==> src/design/dip_pkg.sv <==
// shared types and constants for the decimal integer parser
// character codes, parse modes, scan phases and result status codes
// no dependencies
package dip_pkg;

   localparam int unsigned MAX_FIELD_CHARS_DEF = 255;

   localparam int unsigned CHAR_W   = 8;
   localparam int unsigned VALUE_W  = 64;
   localparam int unsigned COUNT_W  = 8;
   localparam int unsigned MODE_W   = 2;
   localparam int unsigned STATUS_W = 2;
   // value, status and count packed, padded to whole bytes
   localparam int unsigned RSP_W    = 80;
   // product of accumulator and ten plus a digit
   localparam int unsigned WIDE_W   = VALUE_W + 4;

   localparam logic [CHAR_W-1:0] CHAR_ZERO  = 8'h30;
   localparam logic [CHAR_W-1:0] CHAR_NINE  = 8'h39;
   localparam logic [CHAR_W-1:0] CHAR_PLUS  = 8'h2B;
   localparam logic [CHAR_W-1:0] CHAR_MINUS = 8'h2D;

   localparam logic [MODE_W-1:0] MODE_S32 = 2'd0;
   localparam logic [MODE_W-1:0] MODE_U32 = 2'd1;
   localparam logic [MODE_W-1:0] MODE_U64 = 2'd2;

   localparam logic [WIDE_W-1:0] LIM_S32_POS = 68'h0_0000_0000_7FFF_FFFF;
   localparam logic [WIDE_W-1:0] LIM_S32_NEG = 68'h0_0000_0000_8000_0000;
   localparam logic [WIDE_W-1:0] LIM_U32     = 68'h0_0000_0000_FFFF_FFFF;
   localparam logic [WIDE_W-1:0] LIM_U64     = 68'h0_FFFF_FFFF_FFFF_FFFF;

   localparam logic [COUNT_W-1:0] COUNT_MAX = 8'hFF;

   typedef enum logic [1:0] {
      PH_PLUS   = 2'd0,
      PH_MINUS  = 2'd1,
      PH_DIGITS = 2'd2,
      PH_STOP   = 2'd3
   } phase_type;

   typedef enum logic [STATUS_W-1:0] {
      ST_OK    = 2'd0,
      ST_NODIG = 2'd1,
      ST_RANGE = 2'd2
   } status_type;

endpackage

==> src/design/decimal_integer_parser.sv <==
// decimal string to integer parser, one character beat per cycle unless stalled
// depends on dip_pkg for character codes, modes, phases and status codes
//
// The block takes one text field as a stream of character beats on req_, with
// req_tlast on the field's last character, and returns one result beat on rsp_
// per field: the value, a status (0 success, 1 no digits, 2 out of range) and
// the number of sign and digit characters consumed (saturating at 255). An
// optional '+' and, in signed mode, an optional '-' lead the digits; the first
// non-digit stops the scan and the rest of the field is ignored, as is every
// character past MAX_FIELD_CHARS. csr_data selects the mode: 0 signed 32-bit
// saturating to the int limits, 1 unsigned 32-bit and 2 (or 3) unsigned 64-bit,
// both of which wrap and flag overflow. Write the mode only between fields.
// Throughput is one character per cycle with no gaps between fields, but for
// the stall below. The cycle time is set by the single scan step: accumulator
// times ten plus digit (shift-add), a 68-bit range compare and the state
// update. rsp_ holds its beat while stalled; characters keep flowing
// meanwhile until the next field's last character waits in the input register,
// which drops req_tready.

module decimal_integer_parser #(
   parameter int unsigned MAX_FIELD_CHARS = dip_pkg::MAX_FIELD_CHARS_DEF
) (
   input  logic                        clock,
   input  logic                        reset,
   // character beats
   input  logic                        req_tvalid,
   output logic                        req_tready,
   input  logic [dip_pkg::CHAR_W-1:0]  req_tdata,   // [7:0] char_code
   input  logic                        req_tlast,   // field_end
   // result beats
   output logic                        rsp_tvalid,
   input  logic                        rsp_tready,
   output logic [dip_pkg::RSP_W-1:0]   rsp_tdata,   // [63:0] parsed_value,
                                                    // [65:64] parse_status,
                                                    // [73:66] chars_consumed,
                                                    // [79:74] zero
   // mode register write
   input  logic                        csr_valid,
   output logic                        csr_ready,
   input  logic [dip_pkg::MODE_W-1:0]  csr_data     // parse_mode
);
   import dip_pkg::*;

   localparam int unsigned POS_W = $clog2(MAX_FIELD_CHARS + 1);
   localparam logic [POS_W-1:0] POS_MAX = POS_W'(MAX_FIELD_CHARS);
   localparam int unsigned PAD_W = RSP_W - VALUE_W - STATUS_W - COUNT_W;

   // mode register
   logic [MODE_W-1:0] mode_ff;

   // input register
   logic              in_valid_ff, in_valid_in;
   logic [CHAR_W-1:0] in_char_ff;
   logic              in_last_ff;

   // per-field scan state
   phase_type          phase_ff, phase_in;
   logic [VALUE_W-1:0] acc_ff, acc_in;
   logic               neg_ff, neg_in;
   status_type         status_ff, status_in;
   logic [COUNT_W-1:0] count_ff, count_in;
   logic [POS_W-1:0]   pos_ff, pos_in;

   // result register
   logic               rsp_valid_ff, rsp_valid_in;
   logic [VALUE_W-1:0] res_acc_ff;
   logic               res_neg_ff;
   logic [MODE_W-1:0]  res_mode_ff;
   status_type         res_status_ff;
   logic [COUNT_W-1:0] res_count_ff;

   // step control
   logic               advance;
   logic               field_done;
   logic               is_signed;
   logic               is_digit, is_plus, is_minus;
   logic [CHAR_W-1:0]  char_off;
   logic               consume, take;
   logic [WIDE_W-1:0]  wide_acc, prod, lim;
   logic               over;

   // output formatting
   logic [31:0]        mag32, val32;
   logic [VALUE_W-1:0] fmt_value;

   assign csr_ready = 1'b1;

   // an item leaves the input register when it yields no result or the
   // result slot is free or being drained this cycle
   assign advance    = in_valid_ff && (!in_last_ff || !rsp_valid_ff || rsp_tready);
   assign req_tready = !in_valid_ff || advance;
   assign field_done = advance && in_last_ff;

   always_comb begin
      in_valid_in = in_valid_ff;
      if (req_tvalid && req_tready) begin
         in_valid_in = 1'b1;
      end else if (advance) begin
         in_valid_in = 1'b0;
      end
      rsp_valid_in = rsp_valid_ff;
      if (field_done) begin
         rsp_valid_in = 1'b1;
      end else if (rsp_tready) begin
         rsp_valid_in = 1'b0;
      end
   end

   // character classification
   assign is_signed = (mode_ff == MODE_S32);
   assign is_digit  = (in_char_ff >= CHAR_ZERO) && (in_char_ff <= CHAR_NINE);
   assign is_plus   = (in_char_ff == CHAR_PLUS);
   assign is_minus  = (in_char_ff == CHAR_MINUS);
   assign char_off  = in_char_ff - CHAR_ZERO;

   // acc * 10 + digit, wide enough that nothing is lost
   assign wide_acc = {4'b0, acc_ff};
   assign prod     = (wide_acc << 3) + (wide_acc << 1) + WIDE_W'(char_off[3:0]);

   always_comb begin
      case (mode_ff)
         MODE_S32: lim = neg_ff ? LIM_S32_NEG : LIM_S32_POS;
         MODE_U32: lim = LIM_U32;
         default:  lim = LIM_U64;
      endcase
   end

   assign over = (prod > lim);

   // scan phase sequencing
   always_comb begin
      phase_in = phase_ff;
      neg_in   = neg_ff;
      pos_in   = pos_ff;
      consume  = 1'b0;
      take     = 1'b0;
      if (pos_ff < POS_MAX) begin
         pos_in = pos_ff + 1'b1;
         case (phase_ff)
            PH_PLUS: begin
               if (is_plus) begin
                  phase_in = is_signed ? PH_MINUS : PH_DIGITS;
                  consume  = 1'b1;
               end else if (is_signed && is_minus) begin
                  neg_in   = 1'b1;
                  phase_in = PH_DIGITS;
                  consume  = 1'b1;
               end else if (is_digit) begin
                  take     = 1'b1;
                  consume  = 1'b1;
                  phase_in = PH_DIGITS;
               end else begin
                  phase_in = PH_STOP;
               end
            end
            PH_MINUS: begin
               if (is_signed && is_minus) begin
                  neg_in   = 1'b1;
                  phase_in = PH_DIGITS;
                  consume  = 1'b1;
               end else if (is_digit) begin
                  take     = 1'b1;
                  consume  = 1'b1;
                  phase_in = PH_DIGITS;
               end else begin
                  phase_in = PH_STOP;
               end
            end
            PH_DIGITS: begin
               if (is_digit) begin
                  take    = 1'b1;
                  consume = 1'b1;
               end else begin
                  phase_in = PH_STOP;
               end
            end
            default: begin
               phase_in = phase_ff;
            end
         endcase
      end
   end

   // accumulate one digit; signed mode saturates, unsigned modes wrap
   always_comb begin
      acc_in    = acc_ff;
      status_in = status_ff;
      count_in  = count_ff;
      if (consume && (count_ff != COUNT_MAX)) begin
         count_in = count_ff + 1'b1;
      end
      if (take) begin
         if (is_signed) begin
            if (status_ff != ST_RANGE) begin
               if (over) begin
                  acc_in    = lim[VALUE_W-1:0];
                  status_in = ST_RANGE;
               end else begin
                  acc_in    = prod[VALUE_W-1:0];
                  status_in = ST_OK;
               end
            end
         end else begin
            acc_in = prod[VALUE_W-1:0] & lim[VALUE_W-1:0];
            if (over) begin
               status_in = ST_RANGE;
            end else if (status_ff != ST_RANGE) begin
               status_in = ST_OK;
            end
         end
      end
   end

   always_ff @(posedge clock) begin
      if (reset) begin
         mode_ff      <= MODE_S32;
         in_valid_ff  <= 1'b0;
         rsp_valid_ff <= 1'b0;
         phase_ff     <= PH_PLUS;
         acc_ff       <= '0;
         neg_ff       <= 1'b0;
         status_ff    <= ST_NODIG;
         count_ff     <= '0;
         pos_ff       <= '0;
      end else begin
         if (csr_valid && csr_ready) begin
            mode_ff <= csr_data;
         end
         in_valid_ff  <= in_valid_in;
         rsp_valid_ff <= rsp_valid_in;
         if (field_done) begin
            // back to the start state for the next field
            phase_ff  <= PH_PLUS;
            acc_ff    <= '0;
            neg_ff    <= 1'b0;
            status_ff <= ST_NODIG;
            count_ff  <= '0;
            pos_ff    <= '0;
         end else if (advance) begin
            phase_ff  <= phase_in;
            acc_ff    <= acc_in;
            neg_ff    <= neg_in;
            status_ff <= status_in;
            count_ff  <= count_in;
            pos_ff    <= pos_in;
         end
      end
   end

   // payload registers
   always_ff @(posedge clock) begin
      if (req_tvalid && req_tready) begin
         in_char_ff <= req_tdata;
         in_last_ff <= req_tlast;
      end
      if (field_done) begin
         res_acc_ff    <= acc_in;
         res_neg_ff    <= neg_in;
         res_mode_ff   <= mode_ff;
         res_status_ff <= status_in;
         res_count_ff  <= count_in;
      end
   end

   // result formatting from the result register
   assign mag32 = res_acc_ff[31:0];
   assign val32 = res_neg_ff ? (32'd0 - mag32) : mag32;

   always_comb begin
      if (res_status_ff == ST_NODIG) begin
         fmt_value = '0;
      end else begin
         case (res_mode_ff)
            MODE_S32: fmt_value = {{32{val32[31]}}, val32};
            MODE_U32: fmt_value = {32'd0, mag32};
            default:  fmt_value = res_acc_ff;
         endcase
      end
   end

   assign rsp_tvalid = rsp_valid_ff;
   assign rsp_tdata  = {{PAD_W{1'b0}}, res_count_ff, res_status_ff, fmt_value};

   // a field still waiting for its first character has a clean state
   a_start_clean: assert property (@(posedge clock) disable iff (reset)
      (phase_ff == PH_PLUS) |-> (acc_ff == '0) && (count_ff == '0)
                                && (status_ff == ST_NODIG))
      else $error("scan state not clean at field start");

   // success or overflow status only after a digit was taken
   a_ok_phase: assert property (@(posedge clock) disable iff (reset)
      (status_ff != ST_NODIG) |-> (phase_ff == PH_DIGITS) || (phase_ff == PH_STOP))
      else $error("digit status outside digit phase");

   // a result with digits has counted at least one character
   a_res_count: assert property (@(posedge clock) disable iff (reset)
      (rsp_valid_ff && (res_status_ff != ST_NODIG)) |-> (res_count_ff != '0))
      else $error("result with digits but zero count");

   // a finished field always shows a result next cycle
   a_result_follows: assert property (@(posedge clock) disable iff (reset)
      field_done |=> rsp_valid_ff)
      else $error("field end without result");

   // character position never passes the field limit
   a_pos_limit: assert property (@(posedge clock) disable iff (reset)
      pos_ff <= POS_MAX)
      else $error("field position beyond limit");

endmodule

==> config.mk <==
export PLATFORM = sky130hd
export DESIGN_NAME = decimal_integer_parser
export DESIGN_NICKNAME = d
export VERILOG_FILES = /design/src/design/dip_pkg.sv /design/src/design/decimal_integer_parser.sv
export SDC_FILE = /design/constraint.sdc
export NUM_CORES = 1
export LEC_CHECK = 0
export ABC_AREA = 1
export ABC_CLOCK_PERIOD_IN_PS = 6700
export BUFFER_PORTS_ARGS = -buffer_cell sky130_fd_sc_hd__buf_4
export CORE_MARGIN = 3
export CORE_UTILIZATION = 45
export CTS_BUF_LIST = sky130_fd_sc_hd__clkbuf_2 sky130_fd_sc_hd__clkbuf_4 sky130_fd_sc_hd__clkbuf_8
export DETAILED_ROUTE_END_ITERATION = 12
export GPL_ROUTABILITY_DRIVEN = 1
export PLACE_DENSITY = 0.73
export SYNTH_ARGS = -nofsm -noshare
export SYNTH_HDL_FRONTEND = slang
export SYNTH_SLANG_ARGS = --single-unit
==> constraint.sdc <==
create_clock -name clock -period 6.7 [get_ports clock]
set_clock_uncertainty 0.1 [all_clocks]
set_input_delay 1.34 -clock clock [delete_from_list [all_inputs] [get_ports clock]]
set_output_delay 1.34 -clock clock [all_outputs]
set_load 0.005 [all_outputs]
* Word-level counts from Yosys, hierarchy flattened
Index checks and enable logic that the tools add are counted.
Storage, ports and cells: bits in registers 175, input port bits 16, output and inout bits 83, logic and storage cells 97
Operators by class: add/subtract/negate cells 6, magnitude comparators 4, eq/ne operators 10, muxes and demuxes 39, bitwise logic cells 1, reductions and logical operators 21
Operator list (number):
- $mux W64 | 5
- $pmux W64 S2 | 2
- $add A67 B65 Y68 | 1
- $add A68 B4 Y68 | 1
- $gt A68 B68 Y1 | 1
- $and A64 B64 Y64 | 1
- $mux W32 | 2
- $sub A1 B32 Y32 const A | 1
- $mux W2 | 10
- $add A8 B1 Y8 const B | 2
- $eq A8 B6 Y1 const B | 2
- $mux W1 | 15
- $eq A2 B1 Y1 const B | 4
- $ge A8 B6 Y1 const B | 1
- $le A8 B6 Y1 const B | 1
- $lt A8 B8 Y1 const B | 1
- $mux W8 | 1
- $ne A8 B8 Y1 const B | 1
- $logic_and A1 B1 Y1 | 6
- $logic_not A2 Y1 | 3
- $pmux W1 S3 | 2
- $pmux W2 S3 | 1
- $ne A2 B2 Y1 const B | 2
- $reduce_and A4 Y1 | 1
- other kinds (9) | 14

* Logic depth before layout (Yosys ltp)
depth in word-level cells 9, depth in mapped cells 37, gate-level depth less buffers 36

* Least setup slack after synthesis
Ideal clock, no wire load.
path kind flip-flop to flip-flop, start reg mode_ff[1], end reg res_acc_ff[16] (data pin), setup time 256 ps, arrival 4918 ps, required time 6344 ps, setup slack 1426 ps, stages on the path, launching flop included 22, path buffers 1, clock period less this slack 5274 ps, cell sequence dfxtp_1 nor2_4 inv_1 nor2_1 inv_1 ha_1 or2_2 nor2_1 nand3_1 nor3b_2 nand2_1 nand3_1 nand2_1 nand2_1 nand2_1 nand2_1 nand2_2 clkbuf_1 nand4_1 nand2_1 o21bai_4 nand2_1
On the way: word-level cells in the longest chain between the ends 7, elaborated cells between the ends (all ways) 14, those cells by class order compare (1); eq/ne (1); mux (9); bitwise (1); reduce/logical (2)
Ends and longest elaborated chain:
- start, declared | RTL line decimal_integer_parser.sv:49 | logic [MODE_W-1:0] mode_ff;
- start signal, assigned | RTL line decimal_integer_parser.sv:227 | mode_ff <= csr_data;
- $eq A2 B1 Y1 / $logic_not A2 Y1 (equally long branches) | RTL line decimal_integer_parser.sv:121, decimal_integer_parser.sv:110
- $pmux W64 S2 / $logic_and A1 B1 Y1 (equally long branches) | RTL line decimal_integer_parser.sv:121, decimal_integer_parser.sv:144, decimal_integer_parser.sv:157
- $gt A68 B68 Y1 / $mux W1 (equally long branches) | RTL line decimal_integer_parser.sv:128, decimal_integer_parser.sv:144
- $mux W64 / $mux W1 (equally long branches) | RTL line decimal_integer_parser.sv:195, decimal_integer_parser.sv:141
- $mux W64 / $pmux W1 S3 (equally long branches) | RTL line decimal_integer_parser.sv:194, decimal_integer_parser.sv:139
- $mux W64 / $mux W1 (equally long branches) | RTL line decimal_integer_parser.sv:193, decimal_integer_parser.sv:137
- $mux W64 * | RTL line decimal_integer_parser.sv:192 | if (take) begin
- via acc_in[16] | RTL line decimal_integer_parser.sv:58 | logic [VALUE_W-1:0] acc_ff, acc_in;
- end signal, assigned | RTL line decimal_integer_parser.sv:257 | res_acc_ff <= acc_in;
- end, declared | RTL line decimal_integer_parser.sv:66 | logic [VALUE_W-1:0] res_acc_ff;
Mark *: on every way through the listed nets, which the timed path passes. The rest lies on a longest branch. A chain may end at the register's enable or synchronous reset.

* Worst setup path after layout
start reg in_char_ff[3], end reg acc_ff[15]
On the way: word-level cells in the longest chain between the ends 8, elaborated cells between the ends (all ways) 19, those cells by class add/sub (2); order compare (3); eq/ne (2); mux (9); bitwise (1); reduce/logical (2)
Ends and longest elaborated chain:
- start, declared | RTL line decimal_integer_parser.sv:53 | logic [CHAR_W-1:0] in_char_ff;
- start signal, assigned | RTL line decimal_integer_parser.sv:253 | in_char_ff <= req_tdata;
- branches (longest 7 deep; another with $add A68 B4 Y68)
- $mux W64 * | RTL line decimal_integer_parser.sv:192
- end signal, assigned | RTL line decimal_integer_parser.sv:241 | acc_ff <= acc_in;
- end, declared | RTL line decimal_integer_parser.sv:58
Every way passes the cells marked *.

==> results.sh <==
export IMPL_cp_slowest_cell="edfxtp_1"
export IMPL_area_growth_syn_to_layout_pct=8.47
export IMPL_layout_common_cells="nand2_1, inv_1, nor2_1"
export IMPL_placement_io_buffers=91
export IMPL_critical_path_most_common_cell="nand2_1"
export IMPL_placement_cell_area_um2=19600
export IMPL_yosys_warnings=0
export IMPL_gr_total_overflow=0
export IMPL_detailroute_via_count=18000
export IMPL_hold_viol=0
export IMPL_grt_pass1_vias=17300
export IMPL_vdd_ir_drop_max_mv=0.159
export IMPL_netlist_instances=2780
export IMPL_placement_rows=73
export IMPL_num_antenna_cells=0
export IMPL_yosys_area_share_simple_pct=29.1
export IMPL_required_ps=7090
export IMPL_synth_seq_area_share_pct=23.7
export IMPL_cts_tree="built"
export IMPL_share_seq_of_total_power_pct=40.6
export IMPL_synth_area_per_inst_um2=6.62
export IMPL_floorplan_die_height_um=208
export IMPL_number_of_search_and_repair_iterations_in_the_first_detailed_routing_pass=6
export IMPL_drt_iter0_markers=1626
export IMPL_dieArea_um2=43400
export IMPL_syn_cell_area_um2=18400
export IMPL_final_antenna_net_count=0
export IMPL_synth_seq_cells=175
export IMPL_cts_htree_levels=4
export IMPL_power_leakage_nw=10.7
export IMPL_crit_path_end_kind="register"
export IMPL_rsz0062_at_grt="no"
export IMPL_synth_edff_count=86
export IMPL_grt_first_pass_wirelength_um=88500
export IMPL_initial_utilization_pct=45.9
export IMPL_fp_coreArea_um2=40100
export IMPL_finalWorstPathRequiredPeriod_ps=6220
export IMPL_post_cts_hold_buffer_count=0
export IMPL_hold_path_class="reg -> reg"
export IMPL_routed_wirelength_um=54900
export IMPL_cp_start_kind="register"
export IMPL_cts_setup_buffers=0
export IMPL_dominant_combinational_cell_family_by_area_after_synthesis="simple AND/OR/NAND/NOR gates"
export IMPL_drv_cap=0
export IMPL_drv_slew=0
export IMPL_grt_max_degree=99
export IMPL_gp_congestion=1.01
export IMPL_finish_net_count=3108
export IMPL_detailedPlace_worstSlack_ps=75.0
export IMPL_ios=99
export IMPL_cell_internal_power_mw=1.82
export IMPL_switchingPower_mw=1.22
export IMPL_cts_max_path_bufs=2
export IMPL_synth_xor_area_share_pct=3.14
export IMPL_final_layout_size_suffix_gt1_share_pct=8.10
export IMPL_outcome="finished, final reports clean"
export IMPL_fmax_ghz=0.161
export IMPL_via_per_inst=5.35
export IMPL_layout_cells_most_common="nand2_1"
export IMPL_finalInstanceArea_um2=20000
export IMPL_cp_slowest_stage_delay_ps=480
export IMPL_dpl_hpwl_um=41200
export IMPL_final_setup_worst_slack_ps=478
export IMPL_clkTransAtPathRegs_ps=110
export IMPL_critPathTopFamily="simple AND/OR/NAND/NOR gates"
export IMPL_clock_sinks=175
export IMPL_relSlewSlack_pct=28.3
export IMPL_synth_compound_area_share_pct=15.0
export IMPL_crit_buf_inv=2
export IMPL_powerDensity_nw_per_um2=152
export IMPL_numCtsBuffers=17
export IMPL_critical_path_class="reg -> reg"
export IMPL_comb_power_share_pct=32.9
export IMPL_asyncSetResetFlopFracSynth_pct=0
export IMPL_setup_viol=0
export IMPL_num_fill_cells=4078
export IMPL_cts_root_buf="clkbuf_8"
export IMPL_antenna_found_initial=0
export IMPL_cts_resized_gates=0
export IMPL_sw_frac_of_total_pct=40.1
export IMPL_global_route_usage_total_pct=24.8
export IMPL_yosys_cell_types_count=57
export IMPL_worst_slew_pin_slew_ps=1080
export IMPL_arrival_ps=6610
export IMPL_wl_per_cell_um=16.3
export IMPL_synth_adder_area_share_pct=18.0
export IMPL_layout_worst_path_cycle_share_pct=92.9
export IMPL_yosys_most_used_dff="dfxtp_1"
export IMPL_die_width_um=208
export IMPL_worst_skew_pair_late_latency_ps=540
export IMPL_timing_critical_path_fanout_max=22
export IMPL_clkPwrFrac_pct=26.6
export IMPL_synth_area_mux_share_pct=0
export IMPL_drt_drc_violations_left=0
export IMPL_fin_tns_setup_ps=0
power by group through the flow:
stage / Combinational (mW) / Sequential [mW] / Clock, mW
after global placement: 0.951 / 1.25 / 0
final: 0.997 / 1.23 / 0.806
after global routing: 1.12 / 1.24 / 0.854
after CTS: 0.983 / 1.23 / 0.825
after floorplan: 0.722 / 1.24 / 0
after detailed placement: 0.979 / 1.25 / 0
metrics by stage:
stage | util (%) | hold slack, ps | std cells | total power, mW
floorplan | - | 329 | 2785 | 1.96
global placement | 48.8 | 341 | 3334 | 2.20
detailed placement | 48.8 | 358 | 3334 | 2.23
CTS | 49.8 | 373 | 3366 | 3.04
global route | 49.8 | 379 | 3366 | 3.21
finish | 49.8 | 364 | 3366 | 3.03
cells by family after synthesis:
| logic type | after synthesis |
|---|---|
| AOI/OAI and AO/OA | 459 |
| buffers and inverters | 517 |
| adders and majority gates | 264 |
| and+or+nand+nor | 1297 |
| xor gates and xnor gates | 66 |
| other | 2 |
| DFF | 175 |
worst paths after layout:
path / cells past startpoint / endpoint / startpoint / slack, ps
max: 33 / acc_ff[15] / in_char_ff[3] / 480
min: 2 / pos_ff[7] / pos_ff[7] / 360
max reg2reg: 33 / acc_ff[15] / in_char_ff[3] / 480
min reg2reg: 2 / pos_ff[7] / pos_ff[7] / 360
tightest hold or removal path: stages (launching register included):
cell and delay, ps:
dfxtp_1 320, inv_1 50, a21oi_1 50
metal layers:
layer  global-route usage, %  vias up  wire (um)
li1                        -     9027          -
met1                    34.8     8341      25600
met2                    40.4      581      24800
met3                    3.15       72       3620
met4                    6.72        0        927
met5                       0        -          0
synth_stat cells, drive strengths merged (3+ instances only):
master,number,share of area (%)
a21o,7,0.29
nor3,33,0.95
nand2,717,15
inv,427,8.7
a211oi,3,0.12
xnor2,31,1.5
a21oi,226,6.2
dfxtp,89,9.7
xor2,35,1.7
and3,4,0.14
nor4,7,0.27
nor3b,3,0.15
ha,262,18
or2,6,0.20
o21bai,47,3.3
o21a,4,0.16
clkbuf,60,1.2
nand3,115,3.2
edfxtp,86,14
nor2,361,7.6
o21ai,153,4.2
nand3b,5,0.20
a31oi,9,0.31
buf,29,1.0
nand4,44,1.5
final cells by class:
type / count / area [um2] / area share [%]
Clock inverter: 15 / 168 / 0.840
Tap cell: 525 / 657 / 3.29
Sequential cell: 175 / 4360 / 21.9
Clock buffer: 17 / 234 / 1.17
Multi-Input combinational cell: 2093 / 12100 / 60.5
Inverter: 428 / 1610 / 8.05
Timing Repair Buffer: 113 / 861 / 4.31
sequential cells by signal, indices dropped and copies added, names as in the netlist:
register and cells:
acc_ff 64, res_acc_ff 64, count_ff 8, in_char_ff 8, pos_ff 8, res_count_ff 8
mode_ff 2, phase_ff 2, res_mode_ff 2, res_status_ff 2, status_ff 2, in_last_ff 1
in_valid_ff 1, neg_ff 1, res_neg_ff 1, rsp_tvalid 1
Note: power is estimated with default switching activity, not from simulation.
